==> config.mk <==
export PLATFORM = sky130hd
export DESIGN_NAME = sorted_list_table
export DESIGN_NICKNAME = d
export VERILOG_FILES = /design/src/design/slt_pkg.sv /design/src/design/slt_mem.sv /design/src/design/slt_cmp.sv /design/src/design/slt_ctrl.sv /design/src/design/sorted_list_table.sv
export VERILOG_INCLUDE_DIRS = /design/src /design/src/design
export SDC_FILE = /design/constraint.sdc
export NUM_CORES = 1
export LEC_CHECK = 0
export BUFFER_PORTS_ARGS = -buffer_cell sky130_fd_sc_hd__buf_4
export CAP_MARGIN = 20
export CELL_PAD_IN_SITES_DETAIL_PLACEMENT = 0
export CELL_PAD_IN_SITES_GLOBAL_PLACEMENT = 2
export CORE_AREA = 2 2 261 263
export CTS_CLUSTER_DIAMETER = 40
export DETAILED_ROUTE_END_ITERATION = 12
export DIE_AREA = 0 0 263 265
export PLACE_DENSITY_LB_ADDON = 0.1
export SETUP_SLACK_MARGIN = 0.3
export SLEW_MARGIN = 15
export SYNTH_ARGS = -nofsm -noshare
export SYNTH_HDL_FRONTEND = slang
export SYNTH_SLANG_ARGS = --single-unit
==> constraint.sdc <==
create_clock -name clk -period 6.41 [get_ports clk]
set_clock_uncertainty 0.2 [all_clocks]
set_input_delay 0.641 -clock clk [delete_from_list [all_inputs] [get_ports clk]]
set_output_delay 0.641 -clock clk [all_outputs]
set_load 0.02 [all_outputs]
==> src/design/sorted_list_table_assert.svh <==
// Assertion macros for the sorted list table.
`ifndef SORTED_LIST_TABLE_ASSERT_SVH
`define SORTED_LIST_TABLE_ASSERT_SVH

// same-cycle implication
`define SLT_ASSERT_NOW(lbl, ante, cons, msg) \
	lbl: assert property (@(posedge clk) disable iff (!arst_n) (ante) |-> (cons)) \
		else $error(msg);

// next-cycle implication
`define SLT_ASSERT_NXT(lbl, ante, cons, msg) \
	lbl: assert property (@(posedge clk) disable iff (!arst_n) (ante) |=> (cons)) \
		else $error(msg);

`endif

==> src/design/slt_pkg.sv <==
`timescale 1ns / 1ps
`default_nettype none

package slt_pkg;

	localparam int CAPACITY = 16;
	localparam int IDX_W    = $clog2(CAPACITY);
	localparam int CNT_W    = $clog2(CAPACITY + 1);

	localparam int VAL_W = 32;
	localparam int POS_W = 5;

	typedef enum logic [1:0] {
		OP_INSERT,
		OP_DELETE,
		OP_SEARCH,
		OP_READ
	} op_t;

	typedef enum logic [2:0] {
		ST_OK,
		ST_FULL,
		ST_NOT_FOUND,
		ST_EMPTY,
		ST_BAD_POS
	} status_t;

	typedef enum logic [1:0] {
		S_IDLE,
		S_SCAN,
		S_WRL,
		S_FIN
	} state_t;

	typedef struct packed {
		op_t               op;
		logic [VAL_W-1:0]  value;
		logic [POS_W-1:0]  position;
	} req_t;

	typedef struct packed {
		status_t           status;
		logic [POS_W-1:0]  found_position;
		logic [VAL_W-1:0]  read_value;
		logic [POS_W-1:0]  entry_count;
	} result_t;

	typedef struct packed {
		logic gt;
		logic eq;
	} cmp_t;

	typedef struct packed {
		logic ready;
		logic done;
	} ctrl_stat_t;

endpackage

`default_nettype wire

==> src/design/slt_mem.sv <==
`timescale 1ns / 1ps
`default_nettype none

module slt_mem import slt_pkg::*; (
	input  wire logic             clk,
	input  wire logic             we,
	input  wire logic [IDX_W-1:0] waddr,
	input  wire logic [VAL_W-1:0] wdata,
	input  wire logic             re,
	input  wire logic [IDX_W-1:0] raddr,
	output logic      [VAL_W-1:0] rdata
);

	logic [VAL_W-1:0] mem_q [CAPACITY];
	logic [VAL_W-1:0] rdata_q;

	always_ff @(posedge clk) begin
		if (we) begin
			mem_q[waddr] <= wdata;
		end
		if (re) begin
			rdata_q <= mem_q[raddr];
		end
	end

	assign rdata = rdata_q;

endmodule

`default_nettype wire

==> src/design/slt_cmp.sv <==
`timescale 1ns / 1ps
`default_nettype none

module slt_cmp import slt_pkg::*; (
	input  wire logic signed [VAL_W-1:0] a,
	input  wire logic signed [VAL_W-1:0] b,
	output cmp_t                         res
);

	always_comb begin
		res.gt = (a > b);
		res.eq = (a == b);
	end

endmodule

`default_nettype wire

==> src/design/slt_ctrl.sv <==
`timescale 1ns / 1ps
`default_nettype none

module slt_ctrl import slt_pkg::*; (
	input  wire logic                    clk,
	input  wire logic                    arst_n,
	input  wire logic                    start,
	input  wire logic                    ack,
	input  wire req_t                    req,
	output ctrl_stat_t                   stat,
	output result_t                      res,
	output logic                         mem_we,
	output logic        [IDX_W-1:0]      mem_waddr,
	output logic        [VAL_W-1:0]      mem_wdata,
	output logic                         mem_re,
	output logic        [IDX_W-1:0]      mem_raddr,
	input  wire logic   [VAL_W-1:0]      mem_rdata,
	output logic signed [VAL_W-1:0]      cmp_a,
	output logic signed [VAL_W-1:0]      cmp_b,
	input  wire cmp_t                    cmp
);

	state_t           state_q, state_d;
	op_t              op_q;
	logic [VAL_W-1:0] val_q;
	logic [POS_W-1:0] pos_q;
	logic [CNT_W-1:0] cnt_q, cnt_d;
	logic             iss_act_q;
	logic [IDX_W-1:0] iss_idx_q, iss_end_q;
	logic             vld_s1;
	logic [IDX_W-1:0] idx_s1;
	logic             found_q, found_d;
	logic [IDX_W-1:0] k_q, k_d;
	result_t          res_q, res_d;

	logic             rej, to_wrl, go_wrl, go_fin, stop, asc, last_asc, bad_pos;
	status_t          rej_st;
	logic [IDX_W-1:0] first_idx, last_idx;
	logic [CNT_W-1:0] cnt_m1, cnt_p1;

	assign cmp_a = mem_rdata;
	assign cmp_b = val_q;

	assign cnt_m1   = CNT_W'(cnt_q - CNT_W'(1));
	assign cnt_p1   = CNT_W'(cnt_q + CNT_W'(1));
	assign asc      = (op_q != OP_INSERT);
	assign last_asc = (CNT_W'(idx_s1) == cnt_m1);
	assign bad_pos  = (req.position == '0) || (32'(req.position) > 32'(cnt_q));
	assign stop     = go_wrl || go_fin;

	// start decode, scan step decisions, memory writes, result and count updates
	always_comb begin
		rej       = 1'b0;
		rej_st    = ST_OK;
		to_wrl    = 1'b0;
		first_idx = '0;
		last_idx  = '0;
		unique case (req.op)
			OP_INSERT: begin
				if (cnt_q == CNT_W'(CAPACITY)) begin
					rej    = 1'b1;
					rej_st = ST_FULL;
				end else if (cnt_q == '0) begin
					to_wrl = 1'b1;
				end else begin
					first_idx = IDX_W'(cnt_m1);
				end
			end
			OP_DELETE: begin
				rej      = (cnt_q == '0);
				rej_st   = ST_EMPTY;
				last_idx = IDX_W'(cnt_m1);
			end
			OP_SEARCH: begin
				rej      = (cnt_q == '0);
				rej_st   = ST_NOT_FOUND;
				last_idx = IDX_W'(cnt_m1);
			end
			OP_READ: begin
				rej       = bad_pos;
				rej_st    = ST_BAD_POS;
				first_idx = IDX_W'(req.position - POS_W'(1));
				last_idx  = IDX_W'(req.position - POS_W'(1));
			end
		endcase

		go_wrl    = 1'b0;
		go_fin    = 1'b0;
		found_d   = found_q;
		k_d       = k_q;
		cnt_d     = cnt_q;
		res_d     = res_q;
		mem_we    = 1'b0;
		mem_waddr = idx_s1;
		mem_wdata = mem_rdata;

		if (state_q == S_IDLE && start) begin
			found_d = 1'b0;
			k_d     = '0;
			if (rej) begin
				res_d = '{status: rej_st, found_position: '0, read_value: '0,
					entry_count: POS_W'(cnt_q)};
			end
		end else if (state_q == S_SCAN && vld_s1) begin
			case (op_q)
				OP_INSERT: begin
					if (cmp.gt) begin
						mem_we    = 1'b1;
						mem_waddr = IDX_W'(idx_s1 + IDX_W'(1));
						if (idx_s1 == '0) begin
							go_wrl = 1'b1;
							k_d    = '0;
						end
					end else begin
						go_wrl = 1'b1;
						k_d    = IDX_W'(idx_s1 + IDX_W'(1));
					end
				end
				OP_DELETE: begin
					if (found_q) begin
						mem_we    = 1'b1;
						mem_waddr = IDX_W'(idx_s1 - IDX_W'(1));
					end else if (cmp.eq) begin
						found_d = 1'b1;
						k_d     = idx_s1;
					end
					if (last_asc) begin
						go_fin = 1'b1;
						if (found_d) begin
							cnt_d = cnt_m1;
							res_d = '{status: ST_OK,
								found_position: POS_W'(CNT_W'(k_d) + CNT_W'(1)),
								read_value: '0, entry_count: POS_W'(cnt_m1)};
						end else begin
							res_d = '{status: ST_NOT_FOUND, found_position: '0,
								read_value: '0, entry_count: POS_W'(cnt_q)};
						end
					end
				end
				OP_SEARCH: begin
					if (cmp.eq) begin
						go_fin = 1'b1;
						res_d  = '{status: ST_OK,
							found_position: POS_W'(CNT_W'(idx_s1) + CNT_W'(1)),
							read_value: '0, entry_count: POS_W'(cnt_q)};
					end else if (last_asc) begin
						go_fin = 1'b1;
						res_d  = '{status: ST_NOT_FOUND, found_position: '0,
							read_value: '0, entry_count: POS_W'(cnt_q)};
					end
				end
				default: begin
					go_fin = 1'b1;
					res_d  = '{status: ST_OK, found_position: pos_q,
						read_value: mem_rdata, entry_count: POS_W'(cnt_q)};
				end
			endcase
		end else if (state_q == S_WRL) begin
			mem_we    = 1'b1;
			mem_waddr = k_q;
			mem_wdata = val_q;
			cnt_d     = cnt_p1;
			res_d     = '{status: ST_OK, found_position: POS_W'(CNT_W'(k_q) + CNT_W'(1)),
				read_value: '0, entry_count: POS_W'(cnt_p1)};
		end
	end

	always_comb begin
		state_d = state_q;
		unique case (state_q)
			S_IDLE: begin
				if (start) begin
					if (rej) begin
						state_d = S_FIN;
					end else if (to_wrl) begin
						state_d = S_WRL;
					end else begin
						state_d = S_SCAN;
					end
				end
			end
			S_SCAN: begin
				if (go_wrl) begin
					state_d = S_WRL;
				end else if (go_fin) begin
					state_d = S_FIN;
				end
			end
			S_WRL: begin
				state_d = S_FIN;
			end
			S_FIN: begin
				if (ack) begin
					state_d = S_IDLE;
				end
			end
			default: begin
				state_d = S_IDLE;
			end
		endcase
	end

	always_comb begin
		stat.ready = (state_q == S_IDLE);
		stat.done  = (state_q == S_FIN);
		mem_re     = (state_q == S_SCAN) && iss_act_q;
		mem_raddr  = iss_idx_q;
		res        = res_q;
	end

	always_ff @(posedge clk or negedge arst_n) begin
		if (!arst_n) begin
			state_q   <= S_IDLE;
			cnt_q     <= '0;
			iss_act_q <= 1'b0;
			vld_s1    <= 1'b0;
			found_q   <= 1'b0;
		end else begin
			state_q <= state_d;
			cnt_q   <= cnt_d;
			found_q <= found_d;
			vld_s1  <= mem_re && !stop;
			if (state_q == S_IDLE && start) begin
				iss_act_q <= !rej && !to_wrl;
			end else if (mem_re) begin
				iss_act_q <= !stop && (iss_idx_q != iss_end_q);
			end else if (state_q != S_SCAN) begin
				iss_act_q <= 1'b0;
			end
		end
	end

	always_ff @(posedge clk) begin
		k_q    <= k_d;
		res_q  <= res_d;
		idx_s1 <= iss_idx_q;
		if (state_q == S_IDLE && start) begin
			op_q      <= req.op;
			val_q     <= req.value;
			pos_q     <= req.position;
			iss_idx_q <= first_idx;
			iss_end_q <= last_idx;
		end else if (mem_re) begin
			iss_idx_q <= asc ? IDX_W'(iss_idx_q + IDX_W'(1)) : IDX_W'(iss_idx_q - IDX_W'(1));
		end
	end

endmodule

`default_nettype wire

==> src/design/sorted_list_table.sv <==
// Sorted list table: up to CAPACITY signed 32-bit values kept in ascending order.
// Input stream s_axis_*: one item is one operation (insert, delete, search, read).
// Output stream m_axis_*: exactly one result item per operation, in order.
// Entries live in a single-port-write, registered-read memory; one compare unit
// walks them one entry per cycle, shifting entries for insert and delete as it goes.
// s_axis_tready is high only while no operation is in progress, so a new item is
// accepted only after the previous operation has handed its result on.
// The result sits in an output register; while the receiver stalls, the finished
// operation waits there and in the sequencer, and no new item is accepted until
// the result has moved to the output register.
// Reset (arst_n low) empties the table (entry count zero) and drops any pending
// result; memory contents are not cleared.
`timescale 1ns / 1ps
`default_nettype none

module sorted_list_table import slt_pkg::*; (
	input  wire logic        clk,
	input  wire logic        arst_n,
	input  wire logic        s_axis_tvalid,
	output logic             s_axis_tready,
	input  wire logic [39:0] s_axis_tdata,  // value[31:0], position[36:32], zero pad
	input  wire logic [1:0]  s_axis_tuser,  // op[1:0]
	output logic             m_axis_tvalid,
	input  wire logic        m_axis_tready,
	output logic      [47:0] m_axis_tdata,  // found_position[4:0], read_value[36:5],
	                                        // entry_count[41:37], zero pad
	output logic      [2:0]  m_axis_tuser   // status[2:0]
);

	`include "sorted_list_table_assert.svh"

	req_t              req;
	ctrl_stat_t        stat;
	result_t           res, out_q;
	logic              start, ack, out_free, m_valid_q;
	logic              mem_we, mem_re;
	logic [IDX_W-1:0]  mem_waddr, mem_raddr;
	logic [VAL_W-1:0]  mem_wdata, mem_rdata;
	logic signed [VAL_W-1:0] cmp_a, cmp_b;
	cmp_t              cmp;

	assign req.op       = op_t'(s_axis_tuser);
	assign req.value    = s_axis_tdata[31:0];
	assign req.position = s_axis_tdata[36:32];

	assign s_axis_tready = stat.ready;
	assign start         = s_axis_tvalid && stat.ready;
	assign out_free      = !m_valid_q || m_axis_tready;
	assign ack           = stat.done && out_free;

	slt_ctrl u_ctrl (
		.clk       (clk),
		.arst_n    (arst_n),
		.start     (start),
		.ack       (ack),
		.req       (req),
		.stat      (stat),
		.res       (res),
		.mem_we    (mem_we),
		.mem_waddr (mem_waddr),
		.mem_wdata (mem_wdata),
		.mem_re    (mem_re),
		.mem_raddr (mem_raddr),
		.mem_rdata (mem_rdata),
		.cmp_a     (cmp_a),
		.cmp_b     (cmp_b),
		.cmp       (cmp)
	);

	slt_mem u_mem (
		.clk   (clk),
		.we    (mem_we),
		.waddr (mem_waddr),
		.wdata (mem_wdata),
		.re    (mem_re),
		.raddr (mem_raddr),
		.rdata (mem_rdata)
	);

	slt_cmp u_cmp (
		.a   (cmp_a),
		.b   (cmp_b),
		.res (cmp)
	);

	always_ff @(posedge clk or negedge arst_n) begin
		if (!arst_n) begin
			m_valid_q <= 1'b0;
		end else if (ack) begin
			m_valid_q <= 1'b1;
		end else if (m_axis_tready) begin
			m_valid_q <= 1'b0;
		end
	end

	always_ff @(posedge clk) begin
		if (ack) begin
			out_q <= res;
		end
	end

	assign m_axis_tvalid = m_valid_q;
	assign m_axis_tuser  = out_q.status;
	assign m_axis_tdata  = {6'b0, out_q.entry_count, out_q.read_value, out_q.found_position};

	`SLT_ASSERT_NXT(a_busy_after_accept, start, !s_axis_tready,
		"item accepted but table still ready")
	`SLT_ASSERT_NOW(a_fail_zero_fields, m_valid_q && (out_q.status != ST_OK),
		(out_q.found_position == '0) && (out_q.read_value == '0),
		"failed operation carries nonzero position or value")
	`SLT_ASSERT_NOW(a_ok_has_position, m_valid_q && (out_q.status == ST_OK),
		out_q.found_position != '0, "successful operation without position")
	`SLT_ASSERT_NXT(a_result_held, stat.done && !out_free, stat.done,
		"finished result dropped while output stalled")

endmodule

`default_nettype wire

==> results.md <==
* Run status: complete, no violations
* Slew at the pin closest to its max-slew limit at 1.06 ns
* Max_cap viols at 0
* Vias in the first global route at around 16000
* Register area share after synthesis at 73.2%
* CTS Buf Count at 113
* Minimum clock period at 5.67 ns
* Maximum fanout along the worst path at 32
* Routed vias/inst at approximately 5.4
* Non-Filler Instances at 2728
* Critical path required time at 6.50 ns
* CTS tree: yes
* Fraction of registers with async set/reset at 1.57%
* Post-DP Area at 30700 um^2
* Drt total wl at slightly below 70000 um
* Cell taking the most area after synthesis: edfxtp_1
* CP Capture Type: flop
* Mapped Cells at 1517
* Critical path class: flop to flop
* Mapped Area at 28500 um^2
* Post-route core utilization at 52.4%
* Pre-antenna DRT Iters at 7
* Grt ovf at 0
* Pre-CTS WS at 0.769 ns
* CTS Buffer Depth at 3
* Synthesis-stage register bit count at 700
* Antenna-violating nets left at 0
* GPL Wtd Cong at 0.784
* DR vias at 14800
* Yosys warnings at 0
* Slew headroom at 29.0%
* Lkg Pwr at 12.0 nW
* First-pass GRT wire length at ~100000 um
* Core Region at 66800 um^2
* Initial antenna violation count at 1
* # IOs at 99
* Hpwl dp at 39400 um
* Fin crit share at 88.4%
* Primary FF master, synth: edfxtp_1
* Syn avg cell area at 18.8 um^2
* Die X at around 260 um
* Initial Util at between 40% and 50%
* Final worst setup slack at roughly 0.74 ns
* Placed instance count at 2477
* Ranking of synthesized cells by area: edfxtp_1 (72%), mux4_2 (13%), ha_1 (2.8%)
* Final setup TNS at 0 ns
* # diodes at 0
* Wire per inst at 25.4 um
* Layout Nets at 1865
* CTS Sinks at 700
* H-tree Lvls at 3
* Post-route cell area at between 30000 and 40000 um^2
* IO Port Bufs at 89
* Pin count of the biggest net entering global routing at around 130
* Drt drc at 0
* Hold WS at between 0.03 and 0.04 ns
* Layout cells sized above 1 at 29.8%
* Worst hold path type: primary input to flop
* Die H at 265 um
* Synth top area share at slightly above 70%
* Die ar. at 69700 um^2
* Setup violators final at 0
* Power per cell area at 494 nW/um^2
* WP data arrival at 5.75 ns
* Netlist cell types at 67
* Area Overhead vs Synth at 22.7%
* Overall power at 17.3 mW
* Post-synth EDFFs at 681
* Fin. Hold Viols at 0
* Row count at 95
* Clock transition at path regs at approximately 0.05 ns
* Worst-Skew Late Latency at 0.67 ns
* Pins Over Slew Limit at 0
* Max IR drop VDD at 0.000289 V
* Critical path startpoint category: flop
* RSZ-0062 raised after global routing: no
* Total GRT Usage at 20.3%
* 1st-iter DRT viols at 1120
* Highest clock rate at 177 MHz
* Root Driver: clkbuf_16
[cell families after synthesis]
group | count (synthesis) | synth area share (%)
buffers and inverters | 141 | 1.94
AND/OR/NAND/NOR | 235 | 4.26
adder cells (fa/ha/maj) | 64 | 2.83
flip-flops | 700 | 73.2
AO/OA/AOI/OAI | 181 | 4.05
XOR/XNOR | 26 | 0.798
other | 1 | 0.0131
multiplexers | 169 | 13.0
[critical path: stages, from the launching register on]
cell and delay (ns):
edfxtp_1 0.43, ha_1 0.35, nand4_1 0.24, nor4_1 0.91, o311a_1 0.38, o311ai_2 0.18, nand2_4 0.18, inv_4 0.07
ha_1 0.27, a21oi_1 0.04, o21ai_0 0.27, o221ai_1 0.37, or4b_4 0.68, nor2b_4 0.13, buf_4 0.56
[worst paths after layout]
check                                 from            endpoint  slack, ns  depth (start not counted)
setup / recovery           u_mem.rdata[15]  u_mem.mem_q[5][13]       0.74                         14
hold / removal             s_axis_tuser[1]      u_ctrl.op_q[1]       0.03                          1
setup reg to reg           u_mem.rdata[15]  u_mem.mem_q[5][13]       0.74                         14
hold reg to reg             u_ctrl.res[21]    m_axis_tdata[21]       0.21                          0
max in group asynchronous           arst_n       m_axis_tvalid       5.62                          2
min in group asynchronous           arst_n      u_ctrl.found_q       0.20                          2
[where the power goes]
part / total (mW) / switching, mW / internal, mW / leakage (nW)
logic: 4.34 / 2.66 / 1.68 / 3.77
clock network: 6.16 / 2.21 / 3.95 / 1.87
registers: 6.79 / 0.302 / 6.49 / 6.41
total: 17.3 / 5.18 / 12.1 / 12.0
[cells in the mapped netlist (3+ instances only)]
| master | n |
|---|---|
| a21oi_1 | 53 |
| nor3b_1 | 4 |
| nand2_1 | 74 |
| o21a_1 | 6 |
| o22a_1 | 4 |
| o31ai_1 | 4 |
| nand4_1 | 11 |
| and2_1 | 38 |
| clkbuf_1 | 55 |
| nor4_1 | 3 |
| mux2i_1 | 6 |
| xor2_1 | 6 |
| o21ai_0 | 54 |
| buf_1 | 17 |
| nor2_1 | 33 |
| o22ai_1 | 13 |
| nand3_1 | 15 |
| mux4_2 | 160 |
| a21o_1 | 9 |
| edfxtp_1 | 681 |
| inv_1 | 62 |
| a31oi_1 | 4 |
| nor2b_1 | 9 |
| ha_1 | 63 |
| nand2b_1 | 7 |
| mux2_2 | 3 |
| a22oi_1 | 4 |
| dfxtp_1 | 8 |
| buf_4 | 6 |
| xnor2_1 | 20 |
| dfrtp_1 | 11 |
| a211oi_1 | 7 |
| nor3_1 | 22 |
| and3_1 | 3 |
| or2_2 | 3 |
[layout make-up]
class	instances	area, um^2
clock inverters	92	1080
multi-input cells	681	7240
well taps	873	1090
repair buffers	196	1610
clock buffers	123	2870
fillers	5462	31800
flip-flops and latches	700	20900
inverters	63	240
[state kept, by name, summed over array words and instances (netlist names), 3 cells and up]
signal            count
m_axis_tdata         42
u_ctrl.mem_raddr      4
u_mem.rdata          32
u_ctrl.idx_s1         4
u_mem.mem_q         512
u_ctrl.res           45
u_ctrl.k_q            4
m_axis_tuser          3
u_ctrl.pos_q          5
u_ctrl.iss_end_q      4
u_ctrl.cnt_q          5
u_ctrl.cmp_b         32
[cell usage in the layout (no fill, tap or decap), types with 6 or more instances in the layout]
master / instances
clkinv_1: 17
xnor2_1: 20
o21a_1: 6
and2_1: 36
dfrtp_1: 11
clkbuf_16: 113
nor3_1: 13
bufinv_16: 17
o22ai_1: 13
inv_1: 60
ha_1: 63
nand2_1: 74
nor2_1: 32
clkinv_2: 16
nand2b_1: 7
dfxtp_1: 8
mux4_2: 160
xor2_1: 6
o21ai_0: 50
inv_6: 7
clkinvlp_4: 18
edfxtp_1: 681
mux2i_1: 6
nor2b_1: 7
a211oi_1: 7
clkbuf_1: 10
a21o_1: 9
buf_4: 158
a21oi_1: 53
nor3_2: 9
nand3_1: 14
clkinv_4: 11
dlygate4sd3_1: 34
nand4_1: 11
conb_1: 6
[what timing repair did]
action,4_1_cts,5_1_grt
hold buffers,34,0
hold endpoints to repair,44,0
buffers inserted,0,0
setup endpoints to repair,0,0
gates resized for setup,0,0
[routing by layer]
metal,vias to the layer above,global-route usage (%),wire length (um)
met4,0,6.19,1380
met2,401,32.8,33300
li1,6600,-,-
met5,-,0,0
met1,7740,28.2,30800
met3,93,3.60,3860
Power figures use the tool's default switching activity.
